==> config.mk <==
export PLATFORM = sky130hd
export DESIGN_NAME = rotor_byte_prng_core
export DESIGN_NICKNAME = d
export VERILOG_FILES = /design/src/hdl/rbp_pkg.sv /design/src/hdl/rotor_byte_prng_core.sv /design/src/hdl/rbp_ram.sv /design/src/hdl/rbp_useq.sv
export SDC_FILE = /design/constraint.sdc
export NUM_CORES = 1
export LEC_CHECK = 0
export ABC_AREA = 1
export BUFFER_PORTS_ARGS = -buffer_cell sky130_fd_sc_hd__buf_2
export CAP_MARGIN = 20
export CORE_ASPECT_RATIO = 1.75
export CORE_MARGIN = 1.5
export CORE_UTILIZATION = 40
export DETAILED_ROUTE_END_ITERATION = 16
export GPL_TIMING_DRIVEN = 0
export PLACE_DENSITY = 0.66
export SYNTH_ARGS = -nofsm -noshare
export SYNTH_HDL_FRONTEND = slang
export SYNTH_SLANG_ARGS = --single-unit
==> constraint.sdc <==
create_clock -name clk -period 8 [get_ports clk]
set_input_delay 1.6 -clock clk [delete_from_list [all_inputs] [get_ports clk]]
set_output_delay 1.6 -clock clk [all_outputs]
set_load 0.01 [all_outputs]
==> src/hdl/rbp_pkg.sv <==
// Shared types, constants and microcode table of the rotor byte generator.
package rbp_pkg;

  // Pool geometry and rotor bases
  localparam int POOL_LEN  = 17;
  localparam int POOL_AW   = $clog2(POOL_LEN);
  localparam int BYTE_W    = 8;
  localparam int ROT_A_BASE = 0;
  localparam int ROT_B_BASE = 2;
  localparam int ROT_C_BASE = 5;
  localparam int ROT_D_BASE = 10;

  // Position kept modulo lcm(2,3,5,7,17)
  localparam int POS_W     = 12;
  localparam int POS_MOD   = 3570;
  localparam int RES_W     = POS_W + 1;
  localparam int BIT_CNT_W = $clog2(POS_W);

  // Burst length
  localparam int MAX_BURST = 64;
  localparam int CNT_W     = $clog2(MAX_BURST + 1);
  localparam int STEP_W    = $clog2(POOL_LEN);

  // Opcodes
  localparam logic [1:0] OP_WRITE  = 2'd0;
  localparam logic [1:0] OP_SETPOS = 2'd1;
  localparam logic [1:0] OP_GEN    = 2'd2;

  // Read address selects
  localparam logic [2:0] SEL_A    = 3'd0;
  localparam logic [2:0] SEL_B    = 3'd1;
  localparam logic [2:0] SEL_C    = 3'd2;
  localparam logic [2:0] SEL_D    = 3'd3;
  localparam logic [2:0] SEL_SLOT = 3'd4;

  // Accumulator operations
  localparam logic [1:0] ACC_NONE = 2'd0;
  localparam logic [1:0] ACC_LOAD = 2'd1;
  localparam logic [1:0] ACC_ADD  = 2'd2;

  // Sequencing modes
  localparam logic [2:0] SEQ_NEXT     = 3'd0;
  localparam logic [2:0] SEQ_DISPATCH = 3'd1;
  localparam logic [2:0] SEQ_STEP     = 3'd2;
  localparam logic [2:0] SEQ_EMIT     = 3'd3;
  localparam logic [2:0] SEQ_BITS     = 3'd4;
  localparam logic [2:0] SEQ_HOME     = 3'd5;

  // Microcode addresses
  localparam int UPC_W = 3;
  localparam logic [UPC_W-1:0] UPC_FETCH = 3'd0;
  localparam logic [UPC_W-1:0] UPC_RD_AB = 3'd1;
  localparam logic [UPC_W-1:0] UPC_RD_CD = 3'd2;
  localparam logic [UPC_W-1:0] UPC_RD_SL = 3'd3;
  localparam logic [UPC_W-1:0] UPC_UPD   = 3'd4;
  localparam logic [UPC_W-1:0] UPC_EMIT  = 3'd5;
  localparam logic [UPC_W-1:0] UPC_SHIFT = 3'd6;

  // One control word
  typedef struct packed {
    logic             fetch;
    logic [2:0]       rd_a;
    logic [2:0]       rd_b;
    logic [1:0]       acc_op;
    logic             wr_upd;
    logic             emit;
    logic             shift;
    logic [2:0]       seq;
    logic [UPC_W-1:0] target;
  } ctrl_t;

  // Status fed back to the sequencer
  typedef struct packed {
    logic gen_go;
    logic load_go;
    logic step_last;
    logic out_blocked;
    logic burst_last;
    logic bits_last;
  } stat_t;

  // Microcode ROM
  function automatic ctrl_t f_ucode(logic [UPC_W-1:0] upc);
    ctrl_t w;
    w = '{fetch: 1'b0, rd_a: SEL_A, rd_b: SEL_B, acc_op: ACC_NONE, wr_upd: 1'b0,
          emit: 1'b0, shift: 1'b0, seq: SEQ_HOME, target: UPC_FETCH};
    case (upc)
      UPC_FETCH: begin
        w.fetch = 1'b1;
        w.seq   = SEQ_DISPATCH;
      end
      UPC_RD_AB: begin
        w.seq = SEQ_NEXT;
      end
      UPC_RD_CD: begin
        w.rd_a   = SEL_C;
        w.rd_b   = SEL_D;
        w.acc_op = ACC_LOAD;
        w.seq    = SEQ_NEXT;
      end
      UPC_RD_SL: begin
        w.rd_a   = SEL_SLOT;
        w.acc_op = ACC_ADD;
        w.seq    = SEQ_NEXT;
      end
      UPC_UPD: begin
        w.wr_upd = 1'b1;
        w.seq    = SEQ_STEP;
        w.target = UPC_RD_AB;
      end
      UPC_EMIT: begin
        w.emit   = 1'b1;
        w.seq    = SEQ_EMIT;
        w.target = UPC_RD_AB;
      end
      UPC_SHIFT: begin
        w.shift = 1'b1;
        w.seq   = SEQ_BITS;
      end
      default: begin
        w.seq = SEQ_HOME;
      end
    endcase
    return w;
  endfunction

  // (r + 1) mod m, for r < m
  function automatic logic [RES_W-1:0] f_inc_mod(logic [RES_W-1:0] r, logic [RES_W-1:0] m);
    logic [RES_W-1:0] t;
    t = r + RES_W'(1);
    if (t >= m) t = '0;
    return t;
  endfunction

  // (2r + b) mod m, for r < m
  function automatic logic [RES_W-1:0] f_dbl_mod(logic [RES_W-1:0] r, logic b,
                                                 logic [RES_W-1:0] m);
    logic [RES_W-1:0] t;
    t = {r[RES_W-2:0], b};
    if (t >= m) t = t - m;
    return t;
  endfunction

endpackage

==> src/hdl/rotor_byte_prng_core.sv <==
// Top level of the rotor byte generator: datapath around the pool RAM.
//
//  channel | direction | signals
//  --------+-----------+-------------------------------------------------------
//  in      | to core   | in_valid/in_ready, opcode, pool_index, pool_value,
//          |           | start_position, byte_count
//  out     | from core | out_valid/out_ready, random_byte, last_byte,
//          |           | next_position
//
// A pool write is done in the fetch step itself; a position load reduces the
// 12-bit start value one bit per cycle into the position and its residues.
// Each generated byte takes 17 pool updates of 4 microcode steps each, set by
// the two read ports of the pool RAM, plus one emit step.
// The emit step waits while the output register still holds an untaken byte.
// After reset the pool reads as zero through one valid bit per byte.
module rotor_byte_prng_core import rbp_pkg::*; (
  input  logic              clk,
  input  logic              rst,
  input  logic              in_valid,
  output logic              in_ready,
  input  logic [1:0]        opcode,
  input  logic [4:0]        pool_index,
  input  logic [7:0]        pool_value,
  input  logic [11:0]       start_position,
  input  logic [6:0]        byte_count,
  output logic              out_valid,
  input  logic              out_ready,
  output logic [7:0]        random_byte,
  output logic              last_byte,
  output logic [11:0]       next_position
);

  ctrl_t ctrl;
  stat_t stat;

  // Position and its residues
  logic [POS_W-1:0] pos;
  logic             pm2;
  logic [1:0]       pm3;
  logic [2:0]       pm5;
  logic [2:0]       pm7;
  logic [4:0]       pm17;

  // Working residues of k during a byte
  logic             k2;
  logic [1:0]       k3;
  logic [2:0]       k5;
  logic [2:0]       k7;
  logic [4:0]       k17;

  logic [STEP_W-1:0]    step;
  logic [CNT_W-1:0]     remain;
  logic [POS_W-1:0]     sh;
  logic [BIT_CNT_W-1:0] bcnt;
  logic [BYTE_W-1:0]    acc;

  // Pool RAM and valid bits
  logic [POOL_LEN-1:0] vld;
  logic                va_q;
  logic                vb_q;
  logic                we;
  logic [POOL_AW-1:0]  waddr;
  logic [BYTE_W-1:0]   wdata;
  logic [POOL_AW-1:0]  raddr_a;
  logic [POOL_AW-1:0]  raddr_b;
  logic [BYTE_W-1:0]   qa;
  logic [BYTE_W-1:0]   qb;
  logic [BYTE_W-1:0]   da;
  logic [BYTE_W-1:0]   db;

  logic             in_fire;
  logic             emit_go;
  logic [POS_W-1:0] pos_adv;
  logic             wr_req;

  rbp_useq u_useq (
    .clk  (clk),
    .rst  (rst),
    .stat (stat),
    .ctrl (ctrl)
  );

  rbp_ram #(
    .WIDTH (BYTE_W),
    .DEPTH (POOL_LEN)
  ) u_pool (
    .clk     (clk),
    .we      (we),
    .waddr   (waddr),
    .wdata   (wdata),
    .raddr_a (raddr_a),
    .raddr_b (raddr_b),
    .rdata_a (qa),
    .rdata_b (qb)
  );

  // Request handshake and decode
  assign in_ready = ctrl.fetch;
  assign in_fire  = in_valid & in_ready;
  assign wr_req   = in_fire && (opcode == OP_WRITE) && (32'(pool_index) < POOL_LEN);

  assign stat.gen_go      = in_fire && (opcode == OP_GEN) && (byte_count != '0);
  assign stat.load_go     = in_fire && (opcode == OP_SETPOS);
  assign stat.step_last   = (32'(step) == POOL_LEN - 1);
  assign stat.out_blocked = out_valid & ~out_ready;
  assign stat.burst_last  = (remain == CNT_W'(1));
  assign stat.bits_last   = (32'(bcnt) == POS_W - 1);

  assign emit_go = ctrl.emit & ~stat.out_blocked;

  // Read address selection
  function automatic logic [POOL_AW-1:0] f_addr(logic [2:0] sel, logic a2, logic [1:0] a3,
                                                logic [2:0] a5, logic [2:0] a7,
                                                logic [4:0] a17);
    logic [POOL_AW-1:0] r;
    case (sel)
      SEL_A:    r = POOL_AW'(ROT_A_BASE) + POOL_AW'(a2);
      SEL_B:    r = POOL_AW'(ROT_B_BASE) + POOL_AW'(a3);
      SEL_C:    r = POOL_AW'(ROT_C_BASE) + POOL_AW'(a5);
      SEL_D:    r = POOL_AW'(ROT_D_BASE) + POOL_AW'(a7);
      SEL_SLOT: r = POOL_AW'(a17);
      default:  r = '0;
    endcase
    return r;
  endfunction

  assign raddr_a = f_addr(ctrl.rd_a, k2, k3, k5, k7, k17);
  assign raddr_b = f_addr(ctrl.rd_b, k2, k3, k5, k7, k17);

  // Never-written bytes read as zero
  assign da = va_q ? qa : '0;
  assign db = vb_q ? qb : '0;

  // Write port: host load or slot update
  always_comb begin
    we    = wr_req | ctrl.wr_upd;
    waddr = ctrl.wr_upd ? POOL_AW'(k17) : pool_index[POOL_AW-1:0];
    wdata = ctrl.wr_upd ? acc + {da[BYTE_W-2:0], da[BYTE_W-1]} : pool_value;
  end

  // Position after this byte
  assign pos_adv = POS_W'(f_inc_mod(RES_W'(pos), RES_W'(POS_MOD)));

  // Valid bits and their registered read copies
  always_ff @(posedge clk) begin
    if (rst) begin
      vld <= '0;
    end else if (we) begin
      vld[waddr] <= 1'b1;
    end
    va_q <= vld[raddr_a];
    vb_q <= vld[raddr_b];
  end

  // Rotor sum accumulator
  always_ff @(posedge clk) begin
    case (ctrl.acc_op)
      ACC_LOAD: acc <= da + db;
      ACC_ADD:  acc <= acc + da + db;
      default:  acc <= acc;
    endcase
  end

  // Position, residues and position load by bits
  always_ff @(posedge clk) begin
    if (rst) begin
      pos  <= '0;
      pm2  <= '0;
      pm3  <= '0;
      pm5  <= '0;
      pm7  <= '0;
      pm17 <= '0;
    end else if (stat.load_go) begin
      pos  <= '0;
      pm2  <= '0;
      pm3  <= '0;
      pm5  <= '0;
      pm7  <= '0;
      pm17 <= '0;
    end else if (ctrl.shift) begin
      pos  <= POS_W'(f_dbl_mod(RES_W'(pos), sh[POS_W-1], RES_W'(POS_MOD)));
      pm2  <= 1'(f_dbl_mod(RES_W'(pm2), sh[POS_W-1], RES_W'(2)));
      pm3  <= 2'(f_dbl_mod(RES_W'(pm3), sh[POS_W-1], RES_W'(3)));
      pm5  <= 3'(f_dbl_mod(RES_W'(pm5), sh[POS_W-1], RES_W'(5)));
      pm7  <= 3'(f_dbl_mod(RES_W'(pm7), sh[POS_W-1], RES_W'(7)));
      pm17 <= 5'(f_dbl_mod(RES_W'(pm17), sh[POS_W-1], RES_W'(POOL_LEN)));
    end else if (emit_go) begin
      pos  <= pos_adv;
      pm2  <= 1'(f_inc_mod(RES_W'(pm2), RES_W'(2)));
      pm3  <= 2'(f_inc_mod(RES_W'(pm3), RES_W'(3)));
      pm5  <= 3'(f_inc_mod(RES_W'(pm5), RES_W'(5)));
      pm7  <= 3'(f_inc_mod(RES_W'(pm7), RES_W'(7)));
      pm17 <= 5'(f_inc_mod(RES_W'(pm17), RES_W'(POOL_LEN)));
    end
  end

  // Load shifter and bit counter
  always_ff @(posedge clk) begin
    if (stat.load_go) begin
      sh   <= start_position;
      bcnt <= '0;
    end else if (ctrl.shift) begin
      sh   <= {sh[POS_W-2:0], 1'b0};
      bcnt <= bcnt + BIT_CNT_W'(1);
    end
  end

  // Working residues, step and burst counters
  always_ff @(posedge clk) begin
    if (stat.gen_go) begin
      k2   <= pm2;
      k3   <= pm3;
      k5   <= pm5;
      k7   <= pm7;
      k17  <= pm17;
      step <= '0;
      if (32'(byte_count) > MAX_BURST) remain <= CNT_W'(MAX_BURST);
      else                             remain <= CNT_W'(byte_count);
    end else if (ctrl.wr_upd) begin
      k2   <= 1'(f_inc_mod(RES_W'(k2), RES_W'(2)));
      k3   <= 2'(f_inc_mod(RES_W'(k3), RES_W'(3)));
      k5   <= 3'(f_inc_mod(RES_W'(k5), RES_W'(5)));
      k7   <= 3'(f_inc_mod(RES_W'(k7), RES_W'(7)));
      k17  <= 5'(f_inc_mod(RES_W'(k17), RES_W'(POOL_LEN)));
      step <= step + STEP_W'(1);
    end else if (emit_go) begin
      k2     <= 1'(f_inc_mod(RES_W'(pm2), RES_W'(2)));
      k3     <= 2'(f_inc_mod(RES_W'(pm3), RES_W'(3)));
      k5     <= 3'(f_inc_mod(RES_W'(pm5), RES_W'(5)));
      k7     <= 3'(f_inc_mod(RES_W'(pm7), RES_W'(7)));
      k17    <= 5'(f_inc_mod(RES_W'(pm17), RES_W'(POOL_LEN)));
      step   <= '0;
      remain <= remain - CNT_W'(1);
    end
  end

  // Output register
  always_ff @(posedge clk) begin
    if (rst) begin
      out_valid <= 1'b0;
    end else if (emit_go) begin
      out_valid <= 1'b1;
    end else if (out_ready) begin
      out_valid <= 1'b0;
    end
  end

  always_ff @(posedge clk) begin
    if (emit_go) begin
      random_byte   <= acc;
      last_byte     <= stat.burst_last;
      next_position <= pos_adv;
    end
  end

endmodule

==> src/hdl/rbp_ram.sv <==
// Generic RAM: one write port, two registered read ports.
module rbp_ram #(
  parameter int WIDTH = 8,
  parameter int DEPTH = 17
) (
  input  logic                     clk,
  input  logic                     we,
  input  logic [$clog2(DEPTH)-1:0] waddr,
  input  logic [WIDTH-1:0]         wdata,
  input  logic [$clog2(DEPTH)-1:0] raddr_a,
  input  logic [$clog2(DEPTH)-1:0] raddr_b,
  output logic [WIDTH-1:0]         rdata_a,
  output logic [WIDTH-1:0]         rdata_b
);

  logic [WIDTH-1:0] mem [DEPTH];

  // Write and registered reads
  always_ff @(posedge clk) begin
    if (we) begin
      mem[waddr] <= wdata;
    end
    rdata_a <= mem[raddr_a];
    rdata_b <= mem[raddr_b];
  end

endmodule

==> src/hdl/rbp_useq.sv <==
// Microcode sequencer: step counter, control ROM and conditional jumps.
module rbp_useq import rbp_pkg::*; (
  input  logic  clk,
  input  logic  rst,
  input  stat_t stat,
  output ctrl_t ctrl
);

  logic [UPC_W-1:0] upc;
  logic [UPC_W-1:0] upc_next;

  // Current control word
  assign ctrl = f_ucode(upc);

  // Next microcode address
  always_comb begin
    case (ctrl.seq)
      SEQ_NEXT:     upc_next = upc + UPC_W'(1);
      SEQ_DISPATCH: begin
        if (stat.gen_go)       upc_next = UPC_RD_AB;
        else if (stat.load_go) upc_next = UPC_SHIFT;
        else                   upc_next = UPC_FETCH;
      end
      SEQ_STEP:     upc_next = stat.step_last ? upc + UPC_W'(1) : ctrl.target;
      SEQ_EMIT: begin
        if (stat.out_blocked)     upc_next = upc;
        else if (stat.burst_last) upc_next = UPC_FETCH;
        else                      upc_next = ctrl.target;
      end
      SEQ_BITS:     upc_next = stat.bits_last ? UPC_FETCH : upc;
      default:      upc_next = UPC_FETCH;
    endcase
  end

  always_ff @(posedge clk) begin
    if (rst) begin
      upc <= UPC_FETCH;
    end else begin
      upc <= upc_next;
    end
  end

endmodule
==> results of run 1 <==
-- layout make-up --
type	count	area, sq um	area share (%)
sequential	272	7430	42.4
multi-input combinational	1259	6780	38.6
inverter	242	908	5.18
clock buffer	34	764	4.36
tap	485	607	3.46
timing repair buffer	68	390	2.23
buffer	75	385	2.20
clock inverter	18	275	1.57
-- Yosys cell counts (all sizes together), types with 20 or more instances --
cell type	n
clkbuf	29
nand3	136
ha	53
buf	46
nor2	173
nand2	396
edfxtp	198
xor2	22
o21ai	168
o211ai	51
dfxtp	74
a21oi	138
nand4	20
inv	241
-- kinds of logic after synthesis --
| group | Yosys count | synth area share, % |
|---|---|---|
| buf+inv | 317 | 8.36 |
| flops | 272 | 48.0 |
| compound gates | 412 | 15.2 |
| fa+ha+maj | 63 | 5.58 |
| simple gates | 754 | 21.1 |
| xor+xnor | 30 | 1.70 |
-- metal layers --
| metal | GRT usage (%) | vias to the layer above | wire, microns |
|---|---|---|---|
| li1 | - | 6452 | - |
| met3 | 3.66 | 240 | 2900 |
| met4 | 25.0 | 0 | 5700 |
| met5 | 0 | - | 0 |
| met2 | 51.9 | 593 | 29600 |
| met1 | 27.0 | 6531 | 18000 |
-- state kept, by name, summed over array words and instances (netlist names), 2 cells and up --
| signal | count |
|---|---|
| u_pool.mem | 136 |
| vld | 17 |
| next_position | 12 |
| pos | 12 |
| sh | 12 |
| acc | 8 |
| random_byte | 8 |
| u_pool.rdata_a | 8 |
| u_pool.rdata_b | 8 |
| remain | 7 |
| k17 | 5 |
| pm17 | 5 |
| step | 5 |
| bcnt | 4 |
| k5 | 3 |
| k7 | 3 |
| pm5 | 3 |
| pm7 | 3 |
| u_useq.upc | 3 |
| k3 | 2 |
| pm3 | 2 |
-- power by group through the flow --
stage / Clock (mW) / Sequential [mW] / Combinational (mW)
floorplan: 0 / 1.64 / 0.495
global placement: 0 / 1.65 / 0.774
detailed placement: 0 / 1.65 / 0.798
CTS: 1.52 / 1.62 / 0.803
global route: 1.57 / 1.62 / 0.884
finish: 1.51 / 1.62 / 0.817
-- worst max path at each step --
stage                                     startpoint                          to  slack (ns)  cells past startpoint
after floorplan                            out_ready            k17[0]$_DFFE_PP_        4.81                      4
after global placement                  va_q$_DFF_P_  u_pool.mem[0][5]$_DFFE_PP_        3.41                     11
after detailed placement               byte_count[0]             k5[2]$_DFFE_PP_        4.04                      7
after CTS                 u_useq.upc[0]$_SDFFE_PP0P_   u_pool.rdata_b[1]$_DFF_P_        4.59                     11
after global routing      u_useq.upc[0]$_SDFFE_PP0P_   u_pool.rdata_b[0]$_DFF_P_        4.32                     10
final                     u_useq.upc[0]$_SDFFE_PP0P_   u_pool.rdata_b[1]$_DFF_P_        4.46                     11
-- per-stage QoR --
| stage | setup WS [ns] | power [mW] | std cells | area, sq um |
|---|---|---|---|---|
| 2_1_floorplan | 4.81 | 2.13 | 1848 | 15500 |
| 6_report | 4.46 | 3.94 | 2453 | 17500 |
| 5_1_grt | 4.32 | 4.07 | 2453 | 17500 |
| 3_3_place_gp | 3.41 | 2.42 | 2393 | 16400 |
| 4_1_cts | 4.59 | 3.94 | 2453 | 17500 |
| 3_5_place_dp | 4.04 | 2.44 | 2401 | 16500 |
-- worst reg2reg max path, delay by kind of cell (launching register included) --
family / cells / cell delay (ns)
adder cells (fa/ha/maj): 1 / 0.17
AND/OR/NAND/NOR: 3 / 0.46
AO/OA/AOI/OAI: 2 / 0.81
flip-flops: 1 / 0.35
buffers and inverters: 5 / 1.69
==> flow_summary.ini, run 1 <==
[pwr]
clkPwrFrac_pct = 38.3
p_leak_nw = 7.34
internal_power_mw = 2.73
swShare_pct = 30.8
worst_ir_drop_vdd_mv = 0.172
switching_power_mw = 1.21
combPwrFrac_pct = 20.7
power_frac_seq_pct = 41.0
pwr_density_cell_nw_per_um2 = 225

[worst_setup_path]
crit_slowest_cell = o21ai_2
worstPathCellList = inv_1 > ha_1 > buf_4 > nand2_4 > o21ai_2 > inv_1 > clkbuf_1 > nand3_1 > o311ai_0 > clkdlybuf4s18_2 > nand3_1
critPathTopFamily = buffers and inverters
rr_endpoint = u_pool.rdata_b[1]$_DFF_P_
end_kind = register
reg2reg_depth = 11
startpoint_type = register
critical_path_class = reg -> reg
worstPathMaxFanout = 10
path_buf_inv = 5
ff2ff_setup_slack_ns = 4.46
critPathRequiredTime_ns = 8.51
arrival_ns = 4.05
critPathMaxStageDelay_ns = 0.66
reg2reg_from = u_useq.upc[0]$_SDFFE_PP0P_

[synth]
synthArstFlopShare_pct = 0
syn-num-nets = 1949
synthCells = 1848
avgSynthCellArea_sq_um = 8.37
yosysSeqAreaShare_pct = 48.0
syn-cell-area_sq_um = 15500
synth_cell_types = 52
synth-main-ff-cell = edfxtp_1
ys_top_cells_by_area = edfxtp_1 38%, dfxtp_1 9.6%, nand2_1 9.4%
synth_top_area_share_pct = 38.4
ys_warn_count = 0
synth_top_area_cell = edfxtp_1
yosys_register_bits = 272
synth_edf_count = 198

[cts]
path_clk_slew_ns = 0.07
post_cts_buffers = 0
cts_tree = yes
numCtsBuffers = 28
cts_hold_repair.buffers = 0
root_buffer = clkbuf_16
cts_sinks = 272
cts_resized = 0
h-tree-depth = 1
cts_buffer_depth = 3
clkLatencyLatePin_ns = 0.58

[route]
drt_wl_total_microns = 56200
drt-wirelength-per-cell_microns = 22.9
num_vias = 13800
first_pass_iters = 5
first_iter_violations = 979
postRouteAntennaNets = 0
drc_errors = 0
post_drt_via_cell_ratio = 5.63

[timing]
holdWs_ns = 0.480
post-route-period-util_pct = 44.2
worstMarginPinSlew_ns = 1.13
rsz0062_at_grt = no
period_needed_ns = 3.54
finalHoldViolations = 0
tns_ns = 0
max_freq_ghz = 0.283
setup_violations = 0
maxSlewHeadroom_pct = 24.4
drv_slew = 0
finalClockSkew_ns = 0.0138

[floorplan]
chipHeight_microns = 263
placementRows = 95
coreArea_sq_um = 38300
initial_core_util_pct = 40.4
die_w_microns = 152
ios = 61
die-area_sq_um = 39900

[global_route]
grt_pass1_wl_microns = 83000
grt_usage_pct = 28.4
grt_pass1_vias = 13900
overflow = 0
antenna_found_initial = 0
grt_max_degree = 24

[min_path]
worstHoldPathCells = 2
worstHoldPathType = reg -> reg
min_to = step[3]$_SDFFE_PP0P_
hp-start = step[3]$_SDFFE_PP0P_

[finish]
fillCellCount = 3751
drive_above_1_share_pct = 11.7
final_common_cell = nand2_1
fin_util_pct = 45.8
final_cell_mix = 386 x nand2_1, 227 x inv_1, 198 x edfxtp_1, 153 x nor2_1, 142 x o21ai_0
area_delta_synth_final_pct = 13.3
nNetsFinal = 2047
diodes = 0

[placed_design]
place_congestion = 0.991
dp_hpwl_microns = 41800
io_buffers = 60

[run_status]
status = finished clean

[run]
max-cap-violations = 0
Power figures use the tool's default switching activity.
==> run 2, diff against run 1 <==
clock period = 3.3 ns   (was 8 ns; I/O delays follow)
==> flow_summary.ini, run 2 (synthesis gave the netlist of run 1 again) <==
[run_status]
status = finished clean

[placed_design]
dp_worst_setup_slack_ns = -0.108
dp_hpwl_microns = 41800
place_congestion = 0.991
io_buffers = 60
dp.cells = 2401

[floorplan]
die-area_sq_um = 39900
placementRows = 95
coreArea_sq_um = 38300
chipHeight_microns = 263
initial_core_util_pct = 40.4
ios = 61
die_w_microns = 152

[timing]
setup_violations = 0
rsz0062_at_grt = no
maxSlewHeadroom_pct = 22.1
holdWs_ns = 0.363
period_needed_ns = 3.30
finalHoldViolations = 0
worstMarginPinSlew_ns = 1.16
max_freq_ghz = 0.303
finalClockSkew_ns = 0.0161
layout_setup_ws_ns = 0.00203
post-route-period-util_pct = 99.9
drv_slew = 0

[finish]
instances_no_fill = 2451
top_register = u_pool.mem
diodes = 0
final_cell_mix = 385 x nand2_1, 226 x inv_1, 198 x edfxtp_1, 153 x nor2_1, 142 x o21ai_0
final_common_cell = nand2_1
nNetsFinal = 2045
drive_above_1_share_pct = 12.2
area_delta_synth_final_pct = 13.6
top_regs = u_pool.mem (136), vld (17)
largest_register_ffs = 136

[worst_setup_path]
critPathRequiredTime_ns = 3.81
worstPathCellList = inv_1 > ha_1 > buf_4 > nand2_4 > nand2_1 > o21ai_4 > inv_2 > clkbuf_1 > o21ai_0 > o21ai_0 > o211ai_1 > nand3_1
crit_slowest_cell = clkbuf_1
arrival_ns = 3.81
worstPathMaxFanout = 10
startpoint_type = register
crit_top_cell = o21ai_0
end_kind = register
critPathMaxStageDelay_ns = 0.71
critical_path_class = reg -> reg

[global_route]
overflow = 0
antenna_found_initial = 0
grt_pass1_vias = 13900
grt_max_degree = 24
grt_pass1_wl_microns = 83100
grt_usage_pct = 28.4

[cts]
h-tree-depth = 1
cts_buffer_depth = 3
cts_hold_repair.buffers = 0
clkLatencyLatePin_ns = 0.58
root_buffer = clkbuf_16
cts_tree = yes
cts_sinks = 272
path_clk_slew_ns = 0.07
numCtsBuffers = 28

[min_path]
worstHoldPathType = in -> reg

[route]
drc_errors = 0
drt_wl_total_microns = 56000
first_iter_violations = 956
post_drt_via_cell_ratio = 5.60
top_layer_used = met4
route.met3.wl_microns = 2940
drt-wirelength-per-cell_microns = 22.9
num_vias = 13700
drt-met1-wl_microns = 17800
wl_met2_microns = 29700
postRouteAntennaNets = 0
first_pass_iters = 7

[run]
max-cap-violations = 0

[pwr]
power.total_mw = 9.55
worst_ir_drop_vdd_mv = 0.415
p_leak_nw = 7.34
pwr_density_cell_nw_per_um2 = 543
run 2: cell types whose count changed in the layout (fill, tap and decap cells not counted), moves of 2 or more:
cell	previous run	this run
clkbuf_1	32	26
clkbuf_2	0	3
dfxtp_1	74	72
dfxtp_2	0	2
o21ai_2	8	5
o21ai_4	0	3
run 2: what timing repair did:
| item | in CTS | in global routing |
|---|---|---|
| setup buffers | 0 | 0 |
| gates resized for setup | 2 | 16 |
| gates cloned | 0 | 0 |
| setup endpoints to repair | 21 | 38 |
run 2: report_power, final:
part           internal, mW  switching [mW]
registers              3.84          0.0928
clock network          2.20            1.45
logic                 0.583            1.39
total                  6.62            2.93
run 2: layout make-up:
class | count | area [sq um]
flip-flops and latches | 272 | 7430
repair buffers | 68 | 390
plain buffers | 73 | 390
clock inverters | 18 | 275
multi-input cells | 1259 | 6810
clock buffers | 34 | 764
inverters | 242 | 912
fillers | 3748 | 20700
well taps | 485 | 607
run 2: final timing paths:
kind                              startpoint                        end  slack (ns)  cells after the start
setup reg to reg  u_useq.upc[0]$_SDFFE_PP0P_  u_pool.rdata_b[3]$_DFF_P_       0.002                     12
setup / recovery  u_useq.upc[0]$_SDFFE_PP0P_  u_pool.rdata_b[3]$_DFF_P_       0.002                     12
hold reg to reg         step[3]$_SDFFE_PP0P_       step[3]$_SDFFE_PP0P_        0.48                      2
hold / removal             start_position[5]            sh[5]$_DFFE_PP_        0.36                      3
run 2: per-stage QoR:
step / setup TNS [ns] / instance area, sq um / util (%)
floorplan: 0 / 15500 / -
global placement: -98.91 / 16400 / 42.8
detailed placement: -0.885 / 16500 / 43.1
CTS: 0 / 17500 / 45.8
global route: 0 / 17600 / 45.9
finish: 0 / 17600 / 45.9
run 2: routing by layer:
metal / vias to the layer above / GRT usage (%)
met2: 585 / 51.9
met4: 0 / 25.0
li1: 6449 / -
met3: 238 / 3.66
met1: 6452 / 27.0
met5: - / 0
run 2: critical path, delay by kind of cell (launching register included):
family,cells,cell delay (ns)
and+or+nand+nor,3,0.48
buffers and inverters,4,1.16
AOI/OAI and AO/OA,4,1.08
adders and majority gates,1,0.17
DFF,1,0.35
